[src/hw/rtl/gdtdn_pkg.sv]
// ============================================================================
// gdtdn_pkg
// Shared types, constants and calendar tables for the Gregorian date to
// day-number pipeline.
// ============================================================================
package gdtdn_pkg;

    localparam int unsigned MONTH_BITS     = 4;
    localparam int unsigned DAY_BITS       = 5;
    localparam int unsigned MLEN_BITS      = 5;
    localparam int unsigned DBM_BITS       = 9;
    localparam int unsigned DAY_COUNT_BITS = 20;
    localparam int unsigned WEEKDAY_BITS   = 3;

    // result beat: date_valid, leap_year, month_length, day_count, weekday
    localparam int unsigned RESULT_BITS =
        2 + MLEN_BITS + DAY_COUNT_BITS + WEEKDAY_BITS;
    localparam int unsigned RESULT_TDATA_BITS = ((RESULT_BITS + 7) / 8) * 8;

    localparam int unsigned EPOCH_YEAR          = 1800;
    localparam int unsigned EPOCH_WEEKDAY       = 3;
    // leap years in 1..1799
    localparam int unsigned LEAPS_BEFORE_EPOCH  = 436;
    localparam int unsigned DAYS_PER_YEAR       = 365;

    // floor(x / 25) = (x * DIV25_MUL) >> DIV25_SHIFT, exact for x < 2^14
    localparam int unsigned DIV25_MUL_BITS = 13;
    localparam logic [DIV25_MUL_BITS-1:0] DIV25_MUL = 13'd5243;
    localparam int unsigned DIV25_SHIFT    = 17;

    // mod-7 folding works on a six-bit partial sum
    localparam int unsigned FOLD_BITS = 6;

    localparam logic [MONTH_BITS-1:0] MONTH_JAN = 4'd1;
    localparam logic [MONTH_BITS-1:0] MONTH_FEB = 4'd2;
    localparam logic [MONTH_BITS-1:0] MONTH_MAR = 4'd3;
    localparam logic [MONTH_BITS-1:0] MONTH_APR = 4'd4;
    localparam logic [MONTH_BITS-1:0] MONTH_MAY = 4'd5;
    localparam logic [MONTH_BITS-1:0] MONTH_JUN = 4'd6;
    localparam logic [MONTH_BITS-1:0] MONTH_JUL = 4'd7;
    localparam logic [MONTH_BITS-1:0] MONTH_AUG = 4'd8;
    localparam logic [MONTH_BITS-1:0] MONTH_SEP = 4'd9;
    localparam logic [MONTH_BITS-1:0] MONTH_OCT = 4'd10;
    localparam logic [MONTH_BITS-1:0] MONTH_NOV = 4'd11;
    localparam logic [MONTH_BITS-1:0] MONTH_DEC = 4'd12;

    typedef struct packed {
        logic                 date_valid;
        logic                 leap_year;
        logic [MLEN_BITS-1:0] month_length;
    } gdtdn_flags_t;

    // days in the month, zero for a month code outside January..December
    function automatic logic [MLEN_BITS-1:0] month_days(
        input logic [MONTH_BITS-1:0] month,
        input logic                  leap
    );
        logic [MLEN_BITS-1:0] len;
        unique case (month)
            MONTH_JAN, MONTH_MAR, MONTH_MAY, MONTH_JUL,
            MONTH_AUG, MONTH_OCT, MONTH_DEC: len = 5'd31;
            MONTH_APR, MONTH_JUN, MONTH_SEP, MONTH_NOV: len = 5'd30;
            MONTH_FEB: len = leap ? 5'd29 : 5'd28;
            default:   len = 5'd0;
        endcase
        return len;
    endfunction

    // days of a common year before the first of the month
    function automatic logic [DBM_BITS-1:0] days_before(
        input logic [MONTH_BITS-1:0] month
    );
        logic [DBM_BITS-1:0] dbm;
        unique case (month)
            MONTH_JAN: dbm = 9'd0;
            MONTH_FEB: dbm = 9'd31;
            MONTH_MAR: dbm = 9'd59;
            MONTH_APR: dbm = 9'd90;
            MONTH_MAY: dbm = 9'd120;
            MONTH_JUN: dbm = 9'd151;
            MONTH_JUL: dbm = 9'd181;
            MONTH_AUG: dbm = 9'd212;
            MONTH_SEP: dbm = 9'd243;
            MONTH_OCT: dbm = 9'd273;
            MONTH_NOV: dbm = 9'd304;
            MONTH_DEC: dbm = 9'd334;
            default:   dbm = 9'd0;
        endcase
        return dbm;
    endfunction

endpackage

[src/hw/rtl/gregorian_date_to_day_number.sv]
// ============================================================================
// gregorian_date_to_day_number
// Checks a Gregorian date and returns its leap flag, month length, day count
// since 1800-01-01 and weekday.
// ============================================================================
// One date is taken per clock while the input stage is not held by a stall, and
// each result passes through the four register stages: a reciprocal multiply for
// the year's hundreds, the leap, length and validity logic, the day-count
// multiply-add, and the mod-7 fold in the output register. A stall on the
// result side holds only the stages that are full; empty stages keep taking
// beats. Dates before 1800, months outside 1..12 and days outside the month
// give date_valid low with day_count and weekday zero. day_count carries the
// low 20 bits of the count; the weekday uses the full count.
// ============================================================================
module gregorian_date_to_day_number #(
    parameter int unsigned YEAR_BITS = 12
) (
    input  logic clk,
    input  logic rst_n,
    input  logic s_tvalid,
    output logic s_tready,
    // year_in, month_in, day_in, zero padding
    input  logic [((YEAR_BITS + gdtdn_pkg::MONTH_BITS + gdtdn_pkg::DAY_BITS + 7) / 8) * 8 - 1:0]
                 s_tdata,
    output logic m_tvalid,
    input  logic m_tready,
    // date_valid, leap_year, month_length, day_count, weekday, zero padding
    output logic [gdtdn_pkg::RESULT_TDATA_BITS-1:0] m_tdata
);
    import gdtdn_pkg::*;

    localparam int unsigned CNT_BITS  = YEAR_BITS + 9;
    localparam int unsigned MONTH_LSB = YEAR_BITS;
    localparam int unsigned DAY_LSB   = YEAR_BITS + MONTH_BITS;

    logic                    yr_valid;
    logic                    yr_ready;
    gdtdn_flags_t            yr_flags;
    logic [MONTH_BITS-1:0]   yr_month;
    logic [DAY_BITS-1:0]     yr_day;
    logic [YEAR_BITS-1:0]    yr_offset;
    logic [YEAR_BITS-3:0]    yr_leaps;

    logic                    cnt_valid;
    logic                    cnt_ready;
    gdtdn_flags_t            cnt_flags;
    logic [CNT_BITS-1:0]     cnt_count;

    gdtdn_flags_t              res_flags;
    logic [DAY_COUNT_BITS-1:0] res_count;
    logic [WEEKDAY_BITS-1:0]   res_wday;

    gdtdn_year_unit #(
        .YEAR_BITS (YEAR_BITS)
    ) u_year (
        .clk         (clk),
        .rst_n       (rst_n),
        .in_valid    (s_tvalid),
        .in_ready    (s_tready),
        .year        (s_tdata[YEAR_BITS-1:0]),
        .month       (s_tdata[MONTH_LSB +: MONTH_BITS]),
        .day         (s_tdata[DAY_LSB +: DAY_BITS]),
        .out_valid   (yr_valid),
        .out_ready   (yr_ready),
        .flags       (yr_flags),
        .month_out   (yr_month),
        .day_out     (yr_day),
        .year_offset (yr_offset),
        .leaps_since (yr_leaps)
    );

    gdtdn_count_unit #(
        .YEAR_BITS (YEAR_BITS),
        .CNT_BITS  (CNT_BITS)
    ) u_count (
        .clk         (clk),
        .rst_n       (rst_n),
        .in_valid    (yr_valid),
        .in_ready    (yr_ready),
        .flags       (yr_flags),
        .month       (yr_month),
        .day         (yr_day),
        .year_offset (yr_offset),
        .leaps_since (yr_leaps),
        .out_valid   (cnt_valid),
        .out_ready   (cnt_ready),
        .flags_out   (cnt_flags),
        .count       (cnt_count)
    );

    gdtdn_wday_unit #(
        .CNT_BITS (CNT_BITS)
    ) u_wday (
        .clk       (clk),
        .rst_n     (rst_n),
        .in_valid  (cnt_valid),
        .in_ready  (cnt_ready),
        .flags     (cnt_flags),
        .count     (cnt_count),
        .out_valid (m_tvalid),
        .out_ready (m_tready),
        .flags_out (res_flags),
        .day_count (res_count),
        .weekday   (res_wday)
    );

    assign m_tdata = RESULT_TDATA_BITS'({res_wday, res_count, res_flags.month_length,
                                         res_flags.leap_year, res_flags.date_valid});

    // an invalid date never carries a count or weekday
    a_invalid_zero: assert property (@(posedge clk) disable iff (!rst_n)
        (m_tvalid && !res_flags.date_valid) |-> (res_count == '0 && res_wday == '0))
        else $error("invalid date with non-zero count or weekday");

    a_wday_range: assert property (@(posedge clk) disable iff (!rst_n)
        m_tvalid |-> (res_wday != 3'd7))
        else $error("weekday out of range");

    a_valid_has_length: assert property (@(posedge clk) disable iff (!rst_n)
        (m_tvalid && res_flags.date_valid) |-> (res_flags.month_length >= 5'd28))
        else $error("valid date with impossible month length");

    a_feb29_leap: assert property (@(posedge clk) disable iff (!rst_n)
        (m_tvalid && res_flags.month_length == 5'd29) |-> res_flags.leap_year)
        else $error("29-day month in a common year");

endmodule

[src/hw/rtl/gdtdn_year_unit.sv]
// ============================================================================
// gdtdn_year_unit
// Two pipeline stages on the year: divide by 100 through a reciprocal
// multiply, then the leap flag, month length, validity and leap-year count.
// ============================================================================
module gdtdn_year_unit #(
    parameter int unsigned YEAR_BITS = 12
) (
    input  logic                              clk,
    input  logic                              rst_n,
    input  logic                              in_valid,
    output logic                              in_ready,
    input  logic [YEAR_BITS-1:0]              year,
    input  logic [gdtdn_pkg::MONTH_BITS-1:0]  month,
    input  logic [gdtdn_pkg::DAY_BITS-1:0]    day,
    output logic                              out_valid,
    input  logic                              out_ready,
    output gdtdn_pkg::gdtdn_flags_t           flags,
    output logic [gdtdn_pkg::MONTH_BITS-1:0]  month_out,
    output logic [gdtdn_pkg::DAY_BITS-1:0]    day_out,
    output logic [YEAR_BITS-1:0]              year_offset,
    output logic [YEAR_BITS-3:0]              leaps_since
);
    import gdtdn_pkg::*;

    localparam int unsigned QTR_BITS  = YEAR_BITS - 2;
    localparam int unsigned PROD_BITS = QTR_BITS + DIV25_MUL_BITS;
    localparam int unsigned Q_BITS    = PROD_BITS - DIV25_SHIFT;

    // stage A registers
    logic                     a_valid_reg;
    logic [YEAR_BITS-1:0]     a_year_reg;
    logic [MONTH_BITS-1:0]    a_month_reg;
    logic [DAY_BITS-1:0]      a_day_reg;
    logic [PROD_BITS-1:0]     a_prod_reg;
    logic [PROD_BITS-1:0]     a_prod_next;
    logic                     a_ready;

    // stage B registers
    logic                     b_valid_reg;
    gdtdn_flags_t             b_flags_reg;
    gdtdn_flags_t             b_flags_next;
    logic [MONTH_BITS-1:0]    b_month_reg;
    logic [DAY_BITS-1:0]      b_day_reg;
    logic [YEAR_BITS-1:0]     b_offset_reg;
    logic [YEAR_BITS-1:0]     b_offset_next;
    logic [QTR_BITS-1:0]      b_leaps_reg;
    logic [QTR_BITS-1:0]      b_leaps_next;
    logic                     b_ready;

    // stage B working values
    logic [QTR_BITS-1:0]      quarter;
    logic [Q_BITS-1:0]        hundreds;
    logic [QTR_BITS-1:0]      hundreds_x25;
    logic                     leap;
    logic [MLEN_BITS-1:0]     mlen;

    assign b_ready  = !b_valid_reg || out_ready;
    assign a_ready  = !a_valid_reg || b_ready;
    assign in_ready = a_ready;

    assign a_prod_next = PROD_BITS'(year[YEAR_BITS-1:2]) * PROD_BITS'(DIV25_MUL);

    always_comb
    begin
        quarter      = a_year_reg[YEAR_BITS-1:2];
        hundreds     = a_prod_reg[PROD_BITS-1:DIV25_SHIFT];
        hundreds_x25 = QTR_BITS'(hundreds) * QTR_BITS'(25);
        // divisible by 4, and either not by 100 or also by 400
        leap = (a_year_reg[1:0] == 2'd0)
            && ((quarter != hundreds_x25) || (hundreds[1:0] == 2'd0));
        mlen = month_days(a_month_reg, leap);

        b_flags_next.leap_year    = leap;
        b_flags_next.month_length = mlen;
        b_flags_next.date_valid   = (a_year_reg >= YEAR_BITS'(EPOCH_YEAR))
            && (mlen != '0) && (a_day_reg != '0)
            && (a_day_reg <= mlen);

        b_offset_next = a_year_reg - YEAR_BITS'(EPOCH_YEAR);
        // leap years in 1800..year-1, wraps harmlessly on invalid dates
        b_leaps_next = quarter - QTR_BITS'(hundreds) + QTR_BITS'(hundreds >> 2)
            - QTR_BITS'(leap) - QTR_BITS'(LEAPS_BEFORE_EPOCH);
    end

    always_ff @(posedge clk or negedge rst_n)
    begin
        if (!rst_n)
        begin
            a_valid_reg <= 1'b0;
            b_valid_reg <= 1'b0;
        end
        else
        begin
            if (a_ready)
            begin
                a_valid_reg <= in_valid;
            end
            if (b_ready)
            begin
                b_valid_reg <= a_valid_reg;
            end
        end
    end

    always_ff @(posedge clk)
    begin
        if (a_ready && in_valid)
        begin
            a_year_reg  <= year;
            a_month_reg <= month;
            a_day_reg   <= day;
            a_prod_reg  <= a_prod_next;
        end
        if (b_ready && a_valid_reg)
        begin
            b_flags_reg  <= b_flags_next;
            b_month_reg  <= a_month_reg;
            b_day_reg    <= a_day_reg;
            b_offset_reg <= b_offset_next;
            b_leaps_reg  <= b_leaps_next;
        end
    end

    assign out_valid   = b_valid_reg;
    assign flags       = b_flags_reg;
    assign month_out   = b_month_reg;
    assign day_out     = b_day_reg;
    assign year_offset = b_offset_reg;
    assign leaps_since = b_leaps_reg;

endmodule

[src/hw/rtl/gdtdn_count_unit.sv]
// ============================================================================
// gdtdn_count_unit
// Pipeline stage that forms the full day count since the epoch: whole years,
// leap days, days before the month and the day itself.
// ============================================================================
module gdtdn_count_unit #(
    parameter int unsigned YEAR_BITS = 12,
    parameter int unsigned CNT_BITS  = 21
) (
    input  logic                              clk,
    input  logic                              rst_n,
    input  logic                              in_valid,
    output logic                              in_ready,
    input  gdtdn_pkg::gdtdn_flags_t           flags,
    input  logic [gdtdn_pkg::MONTH_BITS-1:0]  month,
    input  logic [gdtdn_pkg::DAY_BITS-1:0]    day,
    input  logic [YEAR_BITS-1:0]              year_offset,
    input  logic [YEAR_BITS-3:0]              leaps_since,
    output logic                              out_valid,
    input  logic                              out_ready,
    output gdtdn_pkg::gdtdn_flags_t           flags_out,
    output logic [CNT_BITS-1:0]               count
);
    import gdtdn_pkg::*;

    logic                 valid_reg;
    gdtdn_flags_t         flags_reg;
    logic [CNT_BITS-1:0]  count_reg;
    logic [CNT_BITS-1:0]  count_next;
    logic                 leap_day;

    assign in_ready = !valid_reg || out_ready;

    always_comb
    begin
        leap_day   = flags.leap_year && (month > MONTH_FEB);
        count_next = CNT_BITS'(year_offset) * CNT_BITS'(DAYS_PER_YEAR)
            + CNT_BITS'(leaps_since)
            + CNT_BITS'(days_before(month))
            + CNT_BITS'(leap_day)
            + CNT_BITS'(day) - CNT_BITS'(1);
        // invalid dates report a zero count
        if (!flags.date_valid)
        begin
            count_next = '0;
        end
    end

    always_ff @(posedge clk or negedge rst_n)
    begin
        if (!rst_n)
        begin
            valid_reg <= 1'b0;
        end
        else if (in_ready)
        begin
            valid_reg <= in_valid;
        end
    end

    always_ff @(posedge clk)
    begin
        if (in_ready && in_valid)
        begin
            flags_reg <= flags;
            count_reg <= count_next;
        end
    end

    assign out_valid = valid_reg;
    assign flags_out = flags_reg;
    assign count     = count_reg;

endmodule

[src/hw/rtl/gdtdn_wday_unit.sv]
// ============================================================================
// gdtdn_wday_unit
// Output stage: weekday by folding octal digits of the count (8 = 1 mod 7),
// and the result register that faces the downstream side.
// ============================================================================
module gdtdn_wday_unit #(
    parameter int unsigned CNT_BITS = 21
) (
    input  logic                                 clk,
    input  logic                                 rst_n,
    input  logic                                 in_valid,
    output logic                                 in_ready,
    input  gdtdn_pkg::gdtdn_flags_t              flags,
    input  logic [CNT_BITS-1:0]                  count,
    output logic                                 out_valid,
    input  logic                                 out_ready,
    output gdtdn_pkg::gdtdn_flags_t              flags_out,
    output logic [gdtdn_pkg::DAY_COUNT_BITS-1:0] day_count,
    output logic [gdtdn_pkg::WEEKDAY_BITS-1:0]   weekday
);
    import gdtdn_pkg::*;

    localparam int unsigned NDIG     = (CNT_BITS + 3) / 3;
    localparam int unsigned EXT_BITS = 3 * NDIG;

    logic                       valid_reg;
    gdtdn_flags_t               flags_reg;
    logic [DAY_COUNT_BITS-1:0]  count_reg;
    logic [WEEKDAY_BITS-1:0]    wday_reg;
    logic [WEEKDAY_BITS-1:0]    wday_next;

    logic [EXT_BITS-1:0]        shifted;
    logic [FOLD_BITS-1:0]       digit_sum;
    logic [3:0]                 pair_sum;

    assign in_ready = !valid_reg || out_ready;

    always_comb
    begin
        shifted   = EXT_BITS'(count) + EXT_BITS'(EPOCH_WEEKDAY);
        digit_sum = '0;
        for (int i = 0; i < NDIG; i++)
        begin
            digit_sum = digit_sum + FOLD_BITS'(shifted[3*i +: 3]);
        end
        pair_sum = 4'(digit_sum[2:0]) + 4'(digit_sum[5:3]);
        priority if (pair_sum >= 4'd14)
        begin
            wday_next = 3'(pair_sum - 4'd14);
        end
        else if (pair_sum >= 4'd7)
        begin
            wday_next = 3'(pair_sum - 4'd7);
        end
        else
        begin
            wday_next = 3'(pair_sum);
        end
        if (!flags.date_valid)
        begin
            wday_next = '0;
        end
    end

    always_ff @(posedge clk or negedge rst_n)
    begin
        if (!rst_n)
        begin
            valid_reg <= 1'b0;
        end
        else if (in_ready)
        begin
            valid_reg <= in_valid;
        end
    end

    always_ff @(posedge clk)
    begin
        if (in_ready && in_valid)
        begin
            flags_reg <= flags;
            count_reg <= count[DAY_COUNT_BITS-1:0];
            wday_reg  <= wday_next;
        end
    end

    assign out_valid = valid_reg;
    assign flags_out = flags_reg;
    assign day_count = count_reg;
    assign weekday   = wday_reg;

endmodule
[config.mk]
export PLATFORM = sky130hd
export DESIGN_NAME = gregorian_date_to_day_number
export DESIGN_NICKNAME = d
export VERILOG_FILES = /design/src/hw/rtl/gdtdn_pkg.sv /design/src/hw/rtl/gregorian_date_to_day_number.sv /design/src/hw/rtl/gdtdn_year_unit.sv /design/src/hw/rtl/gdtdn_count_unit.sv /design/src/hw/rtl/gdtdn_wday_unit.sv
export SDC_FILE = /design/constraint.sdc
export NUM_CORES = 1
export LEC_CHECK = 0
export BUFFER_PORTS_ARGS = -buffer_cell sky130_fd_sc_hd__buf_4
export CORE_UTILIZATION = 55
export CTS_CLUSTER_DIAMETER = 60
export CTS_CLUSTER_SIZE = 14
export DETAILED_ROUTE_END_ITERATION = 16
export PLACE_DENSITY = 0.76
export SETUP_SLACK_MARGIN = 0.15
export SLEW_MARGIN = 20
export SYNTH_ARGS = -nofsm -noshare
export SYNTH_HDL_FRONTEND = slang
export SYNTH_SLANG_ARGS = --single-unit
[constraint.sdc]
create_clock -name clk -period 5.02 [get_ports clk]
set_input_delay 0.753 -clock clk [delete_from_list [all_inputs] [get_ports clk]]
set_output_delay 0.753 -clock clk [all_outputs]
set_load 0.005 [all_outputs]
==> impl_metrics.yaml, run 1 <==
run_status:
  status: "finished with violations"
  failed_checks: "negative setup slack"
timing:
  setup_viol: 7
  relSlewSlack_pct: 45.5
  finalClockSkew_ns: 0.0116
  post-route-period-util_pct: 112
  setup_ws_ns: -0.592
  fmaxAchievable_mhz: 178
  rsz0062_at_grt: "true"
  period_needed_ns: 5.61
  drv_slew: 0
  tns_ns: -1.87
  hold_viol_final: 0
  worstMarginPinSlew_ns: 0.818
finish:
  nNetsFinal: 1653
  syn2layout_area_growth_pct: 27.0
  drive_above_1_share_pct: 29.7
  layout_common_cells: "inv_1 (201), buf_4 (184), ha_1 (177)"
  largest_register_ffs: 21
  final_common_cell: "inv_1"
  fillCellCount: 1433
  diodes: 0
  instances_no_fill: 1575
critical_path:
  timing.rr.end: "u_wday.weekday[2]"
  cp-start-kind: "register"
  crit_top_cell: "ha_4"
  cp.arrival_ns: 5.79
  ff2ff_setup_slack_ns: -0.59
  crit_path_top_delay_cell: "fa_2"
  cp_slowest_stage_delay_ns: 0.62
  crit_type: "register to register"
  crit_path_max_fanout: 4
  cp-end-kind: "register"
  reg2reg_depth: 22
  r2r_start: "u_count.count[0]"
  crit_family: "adder cells"
  crit_chain: "inv_2, ha_4, nor2_4, xor2_2, fa_2, inv_1, fa_1, fa_1, fa_2, inv_1, ha_4, inv_2, fa_1, inv_2, ha_4, fa_2, ha_4, nor2_2, a31oi_1, nor2_1, a221oi_2, nor2b_1"
  worstPathBufferInverterCount: 5
  cp_data_required_time_ns: 5.20
logic_synthesis:
  synth_area_leaders: "edfxtp_1 (29%), ha_1 (22%), fa_1 (21%)"
  synth_area_um2: 12300
  yosysTopAreaCell: "edfxtp_1"
  ys.flop_type: "edfxtp_1"
  avgSynthCellArea_um2: 11.6
  synth_edf_count: 117
  synth_top_area_share_pct: 28.5
  async_flop_share_pct: 3.08
  synth_cells: 1064
  yosysWarnings: 0
  ys_seq_area_share_pct: 30.8
  ys_ff_latch: 130
  synthDistinctLibCells: 61
global_route:
  grt_pass1_vias: 8950
  use_met2_pct: 45.5
  grt_usage_pct: 23.4
  grt_pass1_wl_mm: 41.2
  met3_usage_pct: 3.71
  grt_start_max_net_pins: 34
  antenna_found_initial: 0
  busiest_layer: "met2"
  overflow: 0
  grtUsageMet1_pct: 24.9
clocking:
  clockBufferDepth: 2
  numCtsBuffers: 17
  clock_latency_ns: 0.43
  cts_hold_buf: 0
  clkTransAtPathRegs_ns: 0.06
  cts_tree: "yes"
  h-tree-depth: 4
  clockRootBuffer: "clkbuf_16"
  cts_sinks: 130
min_path:
  worstHoldPathType: "input port to asynchronous set/reset pin"
route:
  wl_per_cell_um: 17.0
  via_count: 8380
  drt_iter0_drc: 288
  firstDrtPassIters: 5
  drc: 0
  detail-route-antenna-nets: 0
  via_per_inst: 5.32
  totalWireLength_mm: 26.7
floorplanning:
  row_count: 54
  dieArea_um2: 23000
  core_area_um2: 21900
  die_x_um: 152
  initial_core_util_pct: 56.2
  io_pins: 62
  die_h_um: 152
place:
  dp_hpwl_mm: 18.8
  dp.cells: 1489
  portBuffers: 56
  place.gp.congestion: 0.843
job:
  cap_violations: 0
-- final cells by class --
| type | count | area (um^2) | area share [%] |
|---|---|---|---|
| Inverter | 223 | 840 | 5.37 |
| Sequential cell | 130 | 3790 | 24.3 |
| Clock inverter | 14 | 141 | 0.904 |
| Timing Repair Buffer | 205 | 1620 | 10.4 |
| Multi-Input combinational cell | 705 | 8450 | 54.0 |
| Clock buffer | 18 | 439 | 2.81 |
| Tap cell | 280 | 350 | 2.24 |
-- cells by family (layout without fill, tap and decap cells) --
group	after synthesis	in the layout	synth area share, %
fa+ha+maj	343	343	42.7
buf+inv	230	460	7.15
simple gates	155	155	6.43
flops	130	130	30.8
compound gates	120	120	6.69
xor+xnor	74	74	5.26
mux	11	11	0.955
other cells	1	2	0.0305
-- synthesized netlist by cell type, types with 3 or more instances --
library cell	count
o21bai_1	3
dfxtp_1	9
mux2_2	3
nor4_1	3
o211ai_1	3
nand2b_1	5
a31oi_1	5
xnor2_1	50
inv_1	223
nor2_1	29
edfxtp_1	117
fa_1	128
mux2i_1	7
a221oi_1	3
or2_2	3
dfrtp_1	4
and3_1	12
a211oi_1	5
buf_4	4
nor3_1	9
nand2_1	37
o21ai_1	5
xor2_1	24
o21a_1	9
nor3b_1	4
a21oi_1	30
o21ai_0	17
and2_1	13
ha_1	215
nand3_1	15
nand4_1	4
a21o_1	21
nor2b_1	11
-- routing by layer --
metal	vias up	share of wire [%]
met1	4148	38
met4	0	3.5
li1	3979	-
met5	-	0
met2	187	55
met3	66	3.0
-- worst max path at each step --
stage                     start                end  slack (ns)  cells past startpoint
2_1_floorplan  u_count.count[1]  u_wday.weekday[2]       -0.27                     23
3_3_place_gp   u_count.count[1]  u_wday.weekday[2]       -0.42                     23
3_5_place_dp   u_count.count[3]  u_wday.weekday[2]       -0.63                     23
4_1_cts        u_count.count[0]  u_wday.weekday[2]       -0.47                     23
5_1_grt        u_count.count[0]  u_wday.weekday[2]       -0.84                     22
6_report       u_count.count[0]  u_wday.weekday[2]       -0.59                     22
-- what timing repair did --
action                                  in CTS  in global routing
gates resized for setup                     49                 96
endpoints found under the setup margin      16                 25
setup buffers                               31                 24
pin swaps                                   39                 70
-- per-stage QoR --
step / setup slack (ns) / cell area, um^2 / util (%) / hold WS (ns)
after floorplan: -0.267 / 12500 / - / 0.400
after global placement: -0.421 / 13900 / 63.5 / 0.403
after detailed placement: -0.626 / 13900 / 63.5 / 0.405
after CTS: -0.472 / 15000 / 68.7 / 0.0955
after global routing: -0.836 / 15600 / 71.4 / 0.0917
final: -0.592 / 15600 / 71.4 / 0.105
Power of run 1 is not shown: default switching activity piles up to over one toggle a cycle in this logic, so the estimate is an artifact.
==> run 2, diff against run 1 <==
--- a/config.mk
+++ b/config.mk
@@ -9,5 +9,4 @@
 export CORE_UTILIZATION = 55
 export CTS_CLUSTER_DIAMETER = 60
-export CTS_CLUSTER_SIZE = 14
 export DETAILED_ROUTE_END_ITERATION = 16
 export PLACE_DENSITY = 0.76
==> constraint.sdc (replaced) <==
create_clock -name clk -period 5.02 [get_ports clk]
set_input_delay 1.255 -clock clk [delete_from_list [all_inputs] [get_ports clk]]
set_output_delay 1.255 -clock clk [all_outputs]
set_load 0.005 [all_outputs]
==> run 2 against run 1 <==
The run still ends with negative setup slack left. Sequential share of layout area about the same. Core utilization barely moved. Die area unchanged. Critical path depth increased by 2. Worst hold slack better by 0.31 ns. Count of clock-buffer cells in the layout shrank 1. Maximum frequency is 0.48% higher. Routed wire length shrank 5.8%. Highest routed layer unchanged. Via count fell by 2.9%. Clock skew down 0.0039 ns. Sequential cell count unchanged.
==> impl_metrics.yaml, run 2 (same netlist as run 1, synthesis figures left out) <==
run_status:
  status: "finished with violations"
  failed_checks: "negative setup slack"
global_route:
  grt_usage_pct: 22.1
  grt_start_max_net_pins: 34
  antenna_found_initial: 0
  grt_pass1_wl_mm: 39.0
  overflow: 0
  grt_pass1_vias: 8518
min_path:
  worstHoldPathType: "register to register"
clocking:
  clockRootBuffer: "clkbuf_16"
  clkTransAtPathRegs_ns: 0.06
  clock_latency_ns: 0.44
  cts_hold_buf: 0
  cts_tree: "yes"
  cts_sinks: 130
  clockBufferDepth: 2
  h-tree-depth: 4
  numCtsBuffers: 17
floorplanning:
  die_x_um: 152
  dieArea_um2: 23000
  initial_core_util_pct: 56.2
  core_area_um2: 21900
  io_pins: 62
  die_h_um: 152
  row_count: 54
job:
  cap_violations: 0
critical_path:
  crit_chain: "buf_6, o21ai_2, xnor2_1, ha_2, fa_2, xnor2_2, fa_1, inv_1, fa_1, inv_1, fa_1, inv_1, ha_2, inv_2, fa_1, inv_2, ha_4, fa_2, ha_4, nor2_2, a31oi_1, nor2_1, a221oi_2, nor2b_1"
  ff2ff_setup_slack_ns: -0.57
  cp_slowest_stage_delay_ns: 0.59
  cp.arrival_ns: 5.78
  cp-end-kind: "register"
  crit_top_cell: "fa_1"
  crit_path_top_delay_cell: "fa_2"
  crit_family: "adder cells"
  worstPathBufferInverterCount: 6
  crit_path_max_fanout: 5
  cp_data_required_time_ns: 5.21
  cp-start-kind: "register"
  crit_type: "register to register"
timing:
  finalClockSkew_ns: 0.00774
  fmaxAchievable_mhz: 179
  relSlewSlack_pct: 46.1
  period_needed_ns: 5.59
  hold_viol_final: 0
  drv_slew: 0
  setup_ws_ns: -0.565
  post-route-period-util_pct: 111
  worstMarginPinSlew_ns: 0.809
  rsz0062_at_grt: "true"
  setup_viol: 7
route:
  wirelength_met1_mm: 9.83
  detail-route-antenna-nets: 0
  drc: 0
  totalWireLength_mm: 25.2
  firstDrtPassIters: 5
  top_layer: "met4"
  wl_met3_um: 670
  via_count: 8139
  wl_per_cell_um: 16.1
  drt_iter0_drc: 321
  dr_wl_met2_mm: 13.9
  via_per_inst: 5.20
place:
  dp_hpwl_mm: 18.2
  portBuffers: 56
  place.gp.congestion: 0.835
finish:
  fillCellCount: 1414
  diodes: 0
  largest_register_ffs: 21
  layout_common_cells: "inv_1 (204), buf_4 (179), ha_1 (174)"
  utilization_pct: 71.4
  syn2layout_area_growth_pct: 26.9
  final_common_cell: "inv_1"
  drive_above_1_share_pct: 29.3
  nNetsFinal: 1643
run 2: cell count changes in the layout (fill, tap and decap cells not counted), moves of 3 or more:
cell and change:
buf_6 -5, ha_4 +3, nand2_1 -3, buf_4 -5
inv_1 +3, ha_1 -3, nand2_4 +3, inv_2 -3
run 2: final timing paths:
| check | start | to | cells after the start |
|---|---|---|---|
| worst min register to register | u_year.flags[3] | u_count.flags_out[3] | 0 |
| worst max-delay path | u_count.count[2] | u_wday.weekday[2] | 24 |
| worst max register to register | u_count.count[2] | u_wday.weekday[2] | 24 |
| worst min-delay path | u_year.flags[3] | u_count.flags_out[3] | 0 |
| min in group asynchronous | rst_n | u_year.a_valid_reg | 1 |
| max in group asynchronous | rst_n | u_count.out_valid | 1 |
run 2: area by class of cell:
type	count	area, um^2	share of cell area, %
Tap cell	280	350	2.24
Sequential cell	130	3790	24.3
Inverter	223	840	5.37
Clock inverter	15	194	1.24
Timing Repair Buffer	195	1530	9.78
Clock buffer	17	425	2.72
Multi-Input combinational cell	705	8500	54.4
run 2: what timing repair did:
| action | CTS | global route |
|---|---|---|
| pin swaps | 51 | 53 |
| resized for setup | 64 | 79 |
| setup endpoints to repair | 19 | 24 |
| hold endpoints to repair | 0 | 0 |
| setup buffers | 11 | 32 |
run 2: layer usage:
layer | global-route usage [%] | vias up
met3 | 3.35 | 51
met1 | 24.4 | 3982
met2 | 42.7 | 137
li1 | - | 3969
met5 | 0 | -
met4 | 7.28 | 0
run 2: through the flow:
step           cell area, um^2  instances  setup WS, ns  setup TNS, ns  hold slack, ns
2_1_floorplan            12500       1065        -0.348          -1.36           0.400
3_3_place_gp             13900       1490        -0.733          -4.83           0.404
3_5_place_dp             13900       1490        -0.850          -5.73           0.405
4_1_cts                  15000       1533        -0.495          -1.61           0.419
5_1_grt                  15600       1565        -0.735          -3.29           0.424
6_report                 15600       1565        -0.565          -1.96           0.417
Power of run 2 is left out for the same reason.
